--- config.mk ---
export PLATFORM = sky130hd
export DESIGN_NAME = route_table_first_match_unit_flat
export DESIGN_NICKNAME = d
export VERILOG_FILES = /design/src/rtl/core/rtfm_pkg.sv /design/src/rtl/core/rtfm_req_if.sv /design/src/rtl/core/rtfm_rsp_if.sv /design/src/rtl/core/rtfm_ram.sv /design/src/rtl/core/rtfm_match.sv /design/src/rtl/core/route_table_first_match_unit.sv /design/src/flat_wrapper.sv
export SDC_FILE = /design/constraint.sdc
export NUM_CORES = 2
export LEC_CHECK = 0
export BUFFER_PORTS_ARGS = -buffer_cell sky130_fd_sc_hd__buf_2
export CORE_MARGIN = 1.5
export CORE_UTILIZATION = 38
export DETAILED_ROUTE_END_ITERATION = 6
export GPL_TIMING_DRIVEN = 1
export SYNTH_ARGS = -nofsm -noshare
export SYNTH_HDL_FRONTEND = slang
export SYNTH_MEMORY_MAX_BITS = 65536
export SYNTH_SLANG_ARGS = --single-unit
--- constraint.sdc ---
create_clock -name clock -period 9.9 [get_ports clock]
set_input_delay 1.98 -clock clock [delete_from_list [all_inputs] [get_ports clock]]
set_output_delay 1.98 -clock clock [all_outputs]
set_load 0.1 [all_outputs]
--- src/rtl/core/rtfm_pkg.sv ---
// ----------------------------------------------------------------------------
// rtfm_pkg
// Types and constants shared by the route table first-match lookup unit.
// ----------------------------------------------------------------------------
package rtfm_pkg;

   localparam int ADDR_W  = 32;
   localparam int IFACE_W = 4;
   localparam int INDEX_W = 6;

   // interfaces at or above this number are unknown and give no route
   localparam int IFACE_COUNT = 16;

   localparam logic OP_WRITE  = 1'b0;
   localparam logic OP_LOOKUP = 1'b1;

   typedef struct packed {
      logic               valid;
      logic [ADDR_W-1:0]  prefix;
      logic [ADDR_W-1:0]  mask;
      logic [IFACE_W-1:0] iface;
   } slot_type;

   typedef struct packed {
      logic hit;
      logic iface_ok;
   } match_type;

   typedef enum logic [1:0] {
      ST_CLEAR,
      ST_IDLE,
      ST_SCAN
   } state_type;

endpackage

--- src/rtl/core/rtfm_req_if.sv ---
// ----------------------------------------------------------------------------
// rtfm_req_if
// Request channel: table writes and address lookups.
// ----------------------------------------------------------------------------
interface rtfm_req_if
   import rtfm_pkg::*;
   ();
   logic               valid;
   logic               ready;
   logic               opcode;
   logic [INDEX_W-1:0] entry_index;
   logic               entry_valid;
   logic [ADDR_W-1:0]  prefix_addr;
   logic [ADDR_W-1:0]  prefix_mask;
   logic [IFACE_W-1:0] egress_iface;
   logic [ADDR_W-1:0]  lookup_addr;

   modport source (
      output valid, opcode, entry_index, entry_valid, prefix_addr, prefix_mask,
             egress_iface, lookup_addr,
      input  ready
   );

   modport sink (
      input  valid, opcode, entry_index, entry_valid, prefix_addr, prefix_mask,
             egress_iface, lookup_addr,
      output ready
   );
endinterface

--- src/rtl/core/rtfm_rsp_if.sv ---
// ----------------------------------------------------------------------------
// rtfm_rsp_if
// Response channel: one beat per lookup.
// ----------------------------------------------------------------------------
interface rtfm_rsp_if
   import rtfm_pkg::*;
   ();
   logic               valid;
   logic               ready;
   logic               route_found;
   logic [IFACE_W-1:0] found_iface;
   logic [INDEX_W-1:0] found_index;

   modport source (
      output valid, route_found, found_iface, found_index,
      input  ready
   );

   modport sink (
      input  valid, route_found, found_iface, found_index,
      output ready
   );
endinterface

--- src/rtl/core/rtfm_ram.sv ---
// ----------------------------------------------------------------------------
// rtfm_ram
// Generic single write port, single read port RAM with registered read.
// ----------------------------------------------------------------------------
module rtfm_ram #(
   parameter int WIDTH = 8,
   parameter int DEPTH = 16
) (
   input  logic                                       clock,
   input  logic                                       wr_en,
   input  logic [((DEPTH > 1) ? $clog2(DEPTH) : 1)-1:0] wr_addr,
   input  logic [WIDTH-1:0]                           wr_data,
   input  logic                                       rd_en,
   input  logic [((DEPTH > 1) ? $clog2(DEPTH) : 1)-1:0] rd_addr,
   output logic [WIDTH-1:0]                           rd_data
);

   logic [WIDTH-1:0] mem [DEPTH];
   logic [WIDTH-1:0] rd_data_ff;

   always_ff @(posedge clock) begin
      if (wr_en) begin
         mem[wr_addr] <= wr_data;
      end
      if (rd_en) begin
         rd_data_ff <= mem[rd_addr];
      end
   end

   assign rd_data = rd_data_ff;

endmodule

--- src/rtl/core/rtfm_match.sv ---
// ----------------------------------------------------------------------------
// rtfm_match
// Shared compare unit: masks the lookup address with one slot and checks it.
// ----------------------------------------------------------------------------
module rtfm_match
   import rtfm_pkg::*;
(
   input  logic [ADDR_W-1:0] addr,
   input  slot_type          slot,
   output match_type         result
);

   always_comb begin
      result.hit      = slot.valid && ((addr & slot.mask) == slot.prefix);
      result.iface_ok = int'(slot.iface) < IFACE_COUNT;
   end

endmodule

--- src/rtl/core/route_table_first_match_unit.sv ---
// ----------------------------------------------------------------------------
// route_table_first_match_unit
// Masked IPv4 route table with first-match lookup in slot order.
// ----------------------------------------------------------------------------
// The table sits in one RAM of TABLE_DEPTH slots, valid mark included. After
// reset a clearing pass zeroes every slot; req ready stays low until it ends.
// A write beat gives no response. A lookup beat walks the table through the
// single RAM read port and one compare unit, one slot per cycle while the
// response side is free, and stops at the first valid slot whose masked
// address equals its prefix: each slot is read into the registered RAM
// output and compared there, and the result of the walk is registered as the
// response (on a miss, after the last slot). Lookups are handled one at a
// time and req ready stays low during a walk; a pending response does not block
// new requests, but the walk stalls on every cycle in which an earlier response
// is still waiting to be taken.
// ----------------------------------------------------------------------------
module route_table_first_match_unit
   import rtfm_pkg::*;
#(
   parameter int TABLE_DEPTH = 64
) (
   input  logic        clock,
   input  logic        reset,
   rtfm_req_if.sink    req_ch,
   rtfm_rsp_if.source  rsp_ch
);

   localparam int IDX_W = (TABLE_DEPTH > 1) ? $clog2(TABLE_DEPTH) : 1;
   localparam logic [IDX_W-1:0] LAST_IDX = IDX_W'(TABLE_DEPTH - 1);

   state_type          state_ff, state_in;
   logic [IDX_W-1:0]   clr_ff, clr_in;
   logic [IDX_W-1:0]   scan_ff, scan_in;
   logic               cmp_vld_ff, cmp_vld_in;
   logic [IDX_W-1:0]   cmp_idx_ff, cmp_idx_in;
   logic [ADDR_W-1:0]  addr_ff, addr_in;
   logic               rsp_vld_ff, rsp_vld_in;
   logic               rsp_found_ff, rsp_found_in;
   logic [IFACE_W-1:0] rsp_iface_ff, rsp_iface_in;
   logic [INDEX_W-1:0] rsp_index_ff, rsp_index_in;

   logic               req_fire;
   logic               rsp_fire;
   logic               out_free;
   logic               finish;
   logic               in_range;
   logic               wr_en;
   logic [IDX_W-1:0]   wr_addr;
   slot_type           wr_slot;
   logic               rd_en;
   logic [$bits(slot_type)-1:0] rd_word;
   slot_type           rd_slot;
   match_type          match;

   assign req_fire = req_ch.valid && req_ch.ready;
   assign rsp_fire = rsp_vld_ff && rsp_ch.ready;
   assign out_free = !rsp_vld_ff || rsp_ch.ready;
   assign in_range = int'(req_ch.entry_index) < TABLE_DEPTH;
   assign rd_slot  = slot_type'(rd_word);

   assign finish = (state_ff == ST_SCAN) && out_free && cmp_vld_ff &&
                   (match.hit || (cmp_idx_ff == LAST_IDX));

   rtfm_ram #(
      .WIDTH ($bits(slot_type)),
      .DEPTH (TABLE_DEPTH)
   ) u_table (
      .clock   (clock),
      .wr_en   (wr_en),
      .wr_addr (wr_addr),
      .wr_data (wr_slot),
      .rd_en   (rd_en),
      .rd_addr (scan_ff),
      .rd_data (rd_word)
   );

   rtfm_match u_match (
      .addr   (addr_ff),
      .slot   (rd_slot),
      .result (match)
   );

   // next state
   always_comb begin
      state_in = state_ff;
      unique case (state_ff)
         ST_CLEAR: begin
            if (clr_ff == LAST_IDX) begin
               state_in = ST_IDLE;
            end
         end
         ST_IDLE: begin
            if (req_fire && (req_ch.opcode == OP_LOOKUP)) begin
               state_in = ST_SCAN;
            end
         end
         ST_SCAN: begin
            if (finish) begin
               state_in = ST_IDLE;
            end
         end
         default: begin
            state_in = ST_IDLE;
         end
      endcase
   end

   // state outputs
   always_comb begin
      req_ch.ready = 1'b0;
      rd_en        = 1'b0;
      wr_en        = 1'b0;
      wr_addr      = IDX_W'(req_ch.entry_index);
      wr_slot      = '{valid:  req_ch.entry_valid,
                       prefix: req_ch.prefix_addr,
                       mask:   req_ch.prefix_mask,
                       iface:  req_ch.egress_iface};
      unique case (state_ff)
         ST_CLEAR: begin
            wr_en   = 1'b1;
            wr_addr = clr_ff;
            wr_slot = '0;
         end
         ST_IDLE: begin
            req_ch.ready = 1'b1;
            wr_en        = req_ch.valid && (req_ch.opcode == OP_WRITE) && in_range;
         end
         ST_SCAN: begin
            rd_en = out_free;
         end
         default: begin
            req_ch.ready = 1'b0;
         end
      endcase
   end

   // walk and response datapath
   always_comb begin
      clr_in       = (state_ff == ST_CLEAR) ? clr_ff + 1'b1 : clr_ff;
      scan_in      = scan_ff;
      cmp_vld_in   = cmp_vld_ff;
      cmp_idx_in   = cmp_idx_ff;
      addr_in      = addr_ff;
      rsp_vld_in   = rsp_vld_ff;
      rsp_found_in = rsp_found_ff;
      rsp_iface_in = rsp_iface_ff;
      rsp_index_in = rsp_index_ff;

      if (req_fire && (req_ch.opcode == OP_LOOKUP)) begin
         scan_in    = '0;
         cmp_vld_in = 1'b0;
         addr_in    = req_ch.lookup_addr;
      end else if ((state_ff == ST_SCAN) && out_free) begin
         scan_in    = (scan_ff == LAST_IDX) ? scan_ff : scan_ff + 1'b1;
         cmp_vld_in = !finish;
         cmp_idx_in = scan_ff;
      end

      if (finish) begin
         rsp_vld_in   = 1'b1;
         rsp_found_in = match.hit && match.iface_ok;
         rsp_iface_in = (match.hit && match.iface_ok) ? rd_slot.iface : '0;
         rsp_index_in = (match.hit && match.iface_ok) ? INDEX_W'(cmp_idx_ff) : '0;
      end else if (rsp_fire) begin
         rsp_vld_in = 1'b0;
      end
   end

   always_ff @(posedge clock) begin
      if (reset) begin
         state_ff   <= ST_CLEAR;
         clr_ff     <= '0;
         scan_ff    <= '0;
         cmp_vld_ff <= 1'b0;
         rsp_vld_ff <= 1'b0;
      end else begin
         state_ff   <= state_in;
         clr_ff     <= clr_in;
         scan_ff    <= scan_in;
         cmp_vld_ff <= cmp_vld_in;
         rsp_vld_ff <= rsp_vld_in;
      end
   end

   always_ff @(posedge clock) begin
      cmp_idx_ff   <= cmp_idx_in;
      addr_ff      <= addr_in;
      rsp_found_ff <= rsp_found_in;
      rsp_iface_ff <= rsp_iface_in;
      rsp_index_ff <= rsp_index_in;
   end

   assign rsp_ch.valid       = rsp_vld_ff;
   assign rsp_ch.route_found = rsp_found_ff;
   assign rsp_ch.found_iface = rsp_iface_ff;
   assign rsp_ch.found_index = rsp_index_ff;

   // no response can exist before the clearing pass ends
   a_no_rsp_in_clear: assert property (@(posedge clock) disable iff (reset)
      (state_ff == ST_CLEAR) |-> !rsp_vld_ff)
      else $error("response pending during clearing pass");

   // a miss reports zero interface and slot
   a_miss_zero: assert property (@(posedge clock) disable iff (reset)
      (rsp_vld_ff && !rsp_found_ff) |-> (rsp_iface_ff == '0 && rsp_index_ff == '0))
      else $error("miss with non-zero interface or slot");

   // a new response only comes out of a table walk
   a_rsp_from_scan: assert property (@(posedge clock) disable iff (reset)
      $rose(rsp_vld_ff) |-> $past(state_ff == ST_SCAN))
      else $error("response raised outside a table walk");

   // the walk freezes while the finished response cannot be stored
   a_scan_hold: assert property (@(posedge clock) disable iff (reset)
      (state_ff == ST_SCAN && rsp_vld_ff && !rsp_ch.ready) |=>
         ($stable(scan_ff) && $stable(cmp_idx_ff)))
      else $error("table walk moved while output stalled");

endmodule

--- src/flat_wrapper.sv ---
// flat-port wrapper written by rule: the top's interface ports become plain ports
module route_table_first_match_unit_flat import rtfm_pkg::*;
#(
   parameter int TABLE_DEPTH = 64
)
  (clock, reset, req_ch_valid, req_ch_opcode, req_ch_entry_index, req_ch_entry_valid, req_ch_prefix_addr, req_ch_prefix_mask, req_ch_egress_iface, req_ch_lookup_addr, req_ch_ready, rsp_ch_valid, rsp_ch_route_found, rsp_ch_found_iface, rsp_ch_found_index, rsp_ch_ready);
  rtfm_req_if req_ch_i ();
  rtfm_rsp_if rsp_ch_i ();
  input  logic clock;
  input  logic reset;
  input wire logic [$bits(req_ch_i.valid)-1:0] req_ch_valid;
  input wire logic [$bits(req_ch_i.opcode)-1:0] req_ch_opcode;
  input wire logic [$bits(req_ch_i.entry_index)-1:0] req_ch_entry_index;
  input wire logic [$bits(req_ch_i.entry_valid)-1:0] req_ch_entry_valid;
  input wire logic [$bits(req_ch_i.prefix_addr)-1:0] req_ch_prefix_addr;
  input wire logic [$bits(req_ch_i.prefix_mask)-1:0] req_ch_prefix_mask;
  input wire logic [$bits(req_ch_i.egress_iface)-1:0] req_ch_egress_iface;
  input wire logic [$bits(req_ch_i.lookup_addr)-1:0] req_ch_lookup_addr;
  output wire logic [$bits(req_ch_i.ready)-1:0] req_ch_ready;
  output wire logic [$bits(rsp_ch_i.valid)-1:0] rsp_ch_valid;
  output wire logic [$bits(rsp_ch_i.route_found)-1:0] rsp_ch_route_found;
  output wire logic [$bits(rsp_ch_i.found_iface)-1:0] rsp_ch_found_iface;
  output wire logic [$bits(rsp_ch_i.found_index)-1:0] rsp_ch_found_index;
  input wire logic [$bits(rsp_ch_i.ready)-1:0] rsp_ch_ready;
  assign req_ch_i.valid = req_ch_valid;
  assign req_ch_i.opcode = req_ch_opcode;
  assign req_ch_i.entry_index = req_ch_entry_index;
  assign req_ch_i.entry_valid = req_ch_entry_valid;
  assign req_ch_i.prefix_addr = req_ch_prefix_addr;
  assign req_ch_i.prefix_mask = req_ch_prefix_mask;
  assign req_ch_i.egress_iface = req_ch_egress_iface;
  assign req_ch_i.lookup_addr = req_ch_lookup_addr;
  assign req_ch_ready = req_ch_i.ready;
  assign rsp_ch_valid = rsp_ch_i.valid;
  assign rsp_ch_route_found = rsp_ch_i.route_found;
  assign rsp_ch_found_iface = rsp_ch_i.found_iface;
  assign rsp_ch_found_index = rsp_ch_i.found_index;
  assign rsp_ch_i.ready = rsp_ch_ready;
  route_table_first_match_unit #(.TABLE_DEPTH(TABLE_DEPTH)) u_core (.clock(clock), .reset(reset), .req_ch(req_ch_i), .rsp_ch(rsp_ch_i));
endmodule
==> out/metrics.cfg <==
[outcome]
outcome = finished clean

[die]
die_w_um = 677
dieHeight_um = 677
dieArea_mm2 = 0.458
io-pin-count = 125
start_util_pct = 38.1
core_area_mm2 = 0.452
rows = 247

[logic_synthesis]
synth_edf_count = 4534
synth_area_mm2 = 0.173
netlist_instances = 6893
ys_ff_latch = 4550
synthAdderAreaFrac_pct = 0.0145
synth_top_area_cell = edfxtp_1
ys_types = 48
yosysSeqAreaShare_pct = 79.1
yosys-top-cells-area = edfxtp_1, mux4_2, a22oi_1
synth_compound_area_share_pct = 0.892
synthMuxAreaShare_pct = 18.0
yosys_warnings = 0
syn_avg_cell_area_um2 = 25.0
yosys.area_share.simple_pct = 1.03
ys_async_sr_fraction_pct = 0
synth_nets = 7007
netlist.area_leader.share_pct = 78.9
synth_flop_cell = edfxtp_1
synth_top_family_by_area = multiplexers
synthXorXnorAreaFrac_pct = 0.0660

[sta]
fin_crit_ns = 5.45
relSlewSlack_pct = 8.39
period_share_pct = 55.1
fmax_ghz = 0.183
skew_ns = 0.0696
setup_slack_ns = 4.45
drv_slew = 0
worstMarginPinSlew_ns = 1.37
setup-violations-final = 0
final.setup.tns_ns = 0
rsz0062_at_grt = no
final-hold-violation-count = 0

[power]
power_frac_comb_pct = 1.0
powerDensity_mw_per_mm2 = 194
ir_drop_mv = 0.152
sw_frac_of_total_pct = 19.8
clockPowerShare_pct = 43.9
power.leakage_uw = 0.0597
p_int_uw = 30600
p_sw_uw = 7550
power_frac_seq_pct = 55.2

[finish]
final_util_pct = 43.3
nNetsFinal = 7449
postLayoutCellArea_mm2 = 0.196
drive_above_1_share_pct = 32.2
syn_to_final_growth_pct = 13.6

[clocking]
htreeDepth = 5
cts_buffers = 446
cts_tree = done
cts_resized = 0
clock_latency_ns = 1.00
cts_root_buf = clkbuf_16
clock-sinks = 4550
cts.path.max_buffers = 4
holdBufCountCts = 0
cts_setup_buffers = 0
clk_pin_slew_worst_paths_ns = 0.06

[global_route]
grt_pass1_vias = 79200
grt_pass1_wl_um = 644000
grt_usage_pct = 19.9
grt.overflow.total = 0
antenna_found_initial = 37
grt_max_degree = 144

[flow_run]
maxCapViolCount = 0

[detailed_routing]
via_per_inst = 5.80
wl_per_cell_um = 33.9
drt-initial-drc-count = 11200
drt.antenna.violating_nets = 0
drc_errors = 0
num_vias = 79400
wirelength_um = 465000
first_pass_iters = 6

[hold_path]
hp-class = reg2reg
holdPathEnd = u_core.rsp_ch.found_iface[3]$_SDFFCE_PN0P_
hold_path_depth = 2
min_from = u_core.u_table.rd_data[3]$_DFFE_PP_

[placed_design]
pre_cts_slack_ns = 3.47
io_buffers = 124
dp_hpwl_um = 266000
gp_congestion = 0.848
place_area_mm2 = 0.182

[worst_setup_path]
worstReg2RegEnd = u_core.u_table.mem[38][54]$_DFFE_PP_
reg2reg_depth = 7
cp-start-kind = register
arrival_ns = 6.04
worstSetupPathType = reg2reg
r2r-start = u_core.state_ff[0]$_SDFFE_PP0P_
reg2reg_slack_ns = 4.45
cp.required_ns = 10.48
critPathMaxFanout = 48
worstSetupEndpointType = register

-- Yosys cell counts, types with 3 or more instances --
cell type	number
a211oi_1	16
a21boi_0	6
a21o_1	6
a21oi_1	26
a221o_1	4
a22o_1	4
a22oi_1	110
and2_1	72
and3_1	13
and3b_1	6
buf_1	34
buf_2	119
buf_4	10
buf_6	10
clkbuf_1	182
dfxtp_1	16
edfxtp_1	4534
inv_1	12
mux2i_1	10
mux4_2	1372
nand2_1	99
nand2b_1	7
nand3_1	14
nand3b_1	8
nand4_1	10
nor2_1	107
nor2b_1	14
nor4_1	3
o21ai_0	5
o22a_1	6
o22ai_1	19
o31ai_1	3
or3_1	4
xor2_1	11
-- sequential cells by signal, summed over array words and instances (netlist names) --
register / cells
u_core.clr_ff: 6
u_core.u_table.rd_data: 69
u_core.rsp_ch.found_index: 6
u_core.addr_ff: 32
u_core.cmp_vld_ff: 1
u_core.state_ff: 2
u_core.scan_ff: 6
u_core.rsp_ch.route_found: 1
u_core.rsp_ch.valid: 1
u_core.rsp_ch.found_iface: 4
u_core.cmp_idx_ff: 6
u_core.u_table.mem: 4416
-- cell families (layout without fill, tap and decap cells) --
kind of cell | Yosys count | in the layout
xor gates and xnor gates | 13 | 13
and+or+nand+nor | 365 | 365
other | 0 | 10
buffers and inverters | 367 | 1193
DFF | 4550 | 4550
adders and majority gates | 2 | 2
muxes | 1382 | 1382
AOI/OAI and AO/OA | 214 | 214
-- power by group through the flow --
stage	Combinational [µW]	Clock [µW]	Sequential [µW]
global placement	371	0	21400
floorplan	166	0	21400
CTS	374	17000	21000
detailed placement	373	0	21400
global route	386	17700	21000
finish	373	16700	21000
-- placed cells by master, fill, tap and decap left out, types with 10 or more instances in the layout --
cell type      n
clkbuf_16    452
clkbuf_1      92
and3_1        13
and2_2        45
a22oi_1      110
a211oi_1      15
inv_1         11
mux2i_1       10
nand3_1       14
nand4_1       10
xor2_1        11
clkinv_2      88
o22ai_1       19
bufinv_16     41
edfxtp_1    4534
a21oi_1       25
and2_1        15
dfxtp_1       11
buf_12        25
clkinvlp_4    19
nand2_1       99
and2_4        12
clkinv_1     115
nor2b_1       12
buf_2        124
mux4_2      1372
nor2_4        66
nor2_1        41
buf_4        200
diode_2       10
-- final cells by class --
cell class / instances / area (µm²)
Sequential cell: 4550 / 136000
Multi-Input combinational cell: 1976 / 35100
Tap cell: 5976 / 7480
Inverter: 12 / 45.0
Fill cell: 37800 / 256000
Clock inverter: 288 / 2700
Clock buffer: 544 / 11700
Antenna cell: 10 / 25.0
Timing Repair Buffer: 349 / 2620
-- layer usage --
| layer | track usage, % | share of wire [%] |
|---|---|---|
| met5 | 0 | 0.012 |
| met4 | 5.45 | 3.0 |
| met3 | 3.45 | 8.6 |
| met2 | 32.2 | 48 |
| met1 | 28.1 | 40 |
-- stage by stage --
step                      instances  power (µW)  hold slack [ns]
final                         13700       38100            0.546
after global routing          13700       39100            0.593
after CTS                     13700       38400            0.547
after detailed placement      12900       21800            0.535
after global placement        12900       21800            0.509
after floorplan                6893       21600            0.403
-- critical path, cell delays in order (launching register included) --
cell	delay [ns]
dfxtp_1	0.56
or2_4	0.65
buf_4	0.81
nand3_1	0.15
nand2_1	0.14
nand2_1	0.55
nor2_4	1.10
buf_4	0.96
-- worst max path at each step --
stage / startpoint / to / slack [ns]
finish: u_core.state_ff[0]$_SDFFE_PP0P_ / u_core.u_table.mem[38][54]$_DFFE_PP_ / 4.45
floorplan: rsp_ch_ready / u_core.rsp_ch.found_iface[0]$_SDFFCE_PN0P_ / 3.67
global route: u_core.state_ff[0]$_SDFFE_PP0P_ / u_core.u_table.mem[38][37]$_DFFE_PP_ / 4.23
CTS: u_core.state_ff[0]$_SDFFE_PP0P_ / u_core.u_table.mem[39][0]$_DFFE_PP_ / 4.35
global placement: req_ch_entry_index[0] / u_core.u_table.mem[36][19]$_DFFE_PP_ / 3.42
detailed placement: req_ch_entry_index[0] / u_core.u_table.mem[36][19]$_DFFE_PP_ / 3.47
No activity file was read; power rests on OpenSTA's default activity.
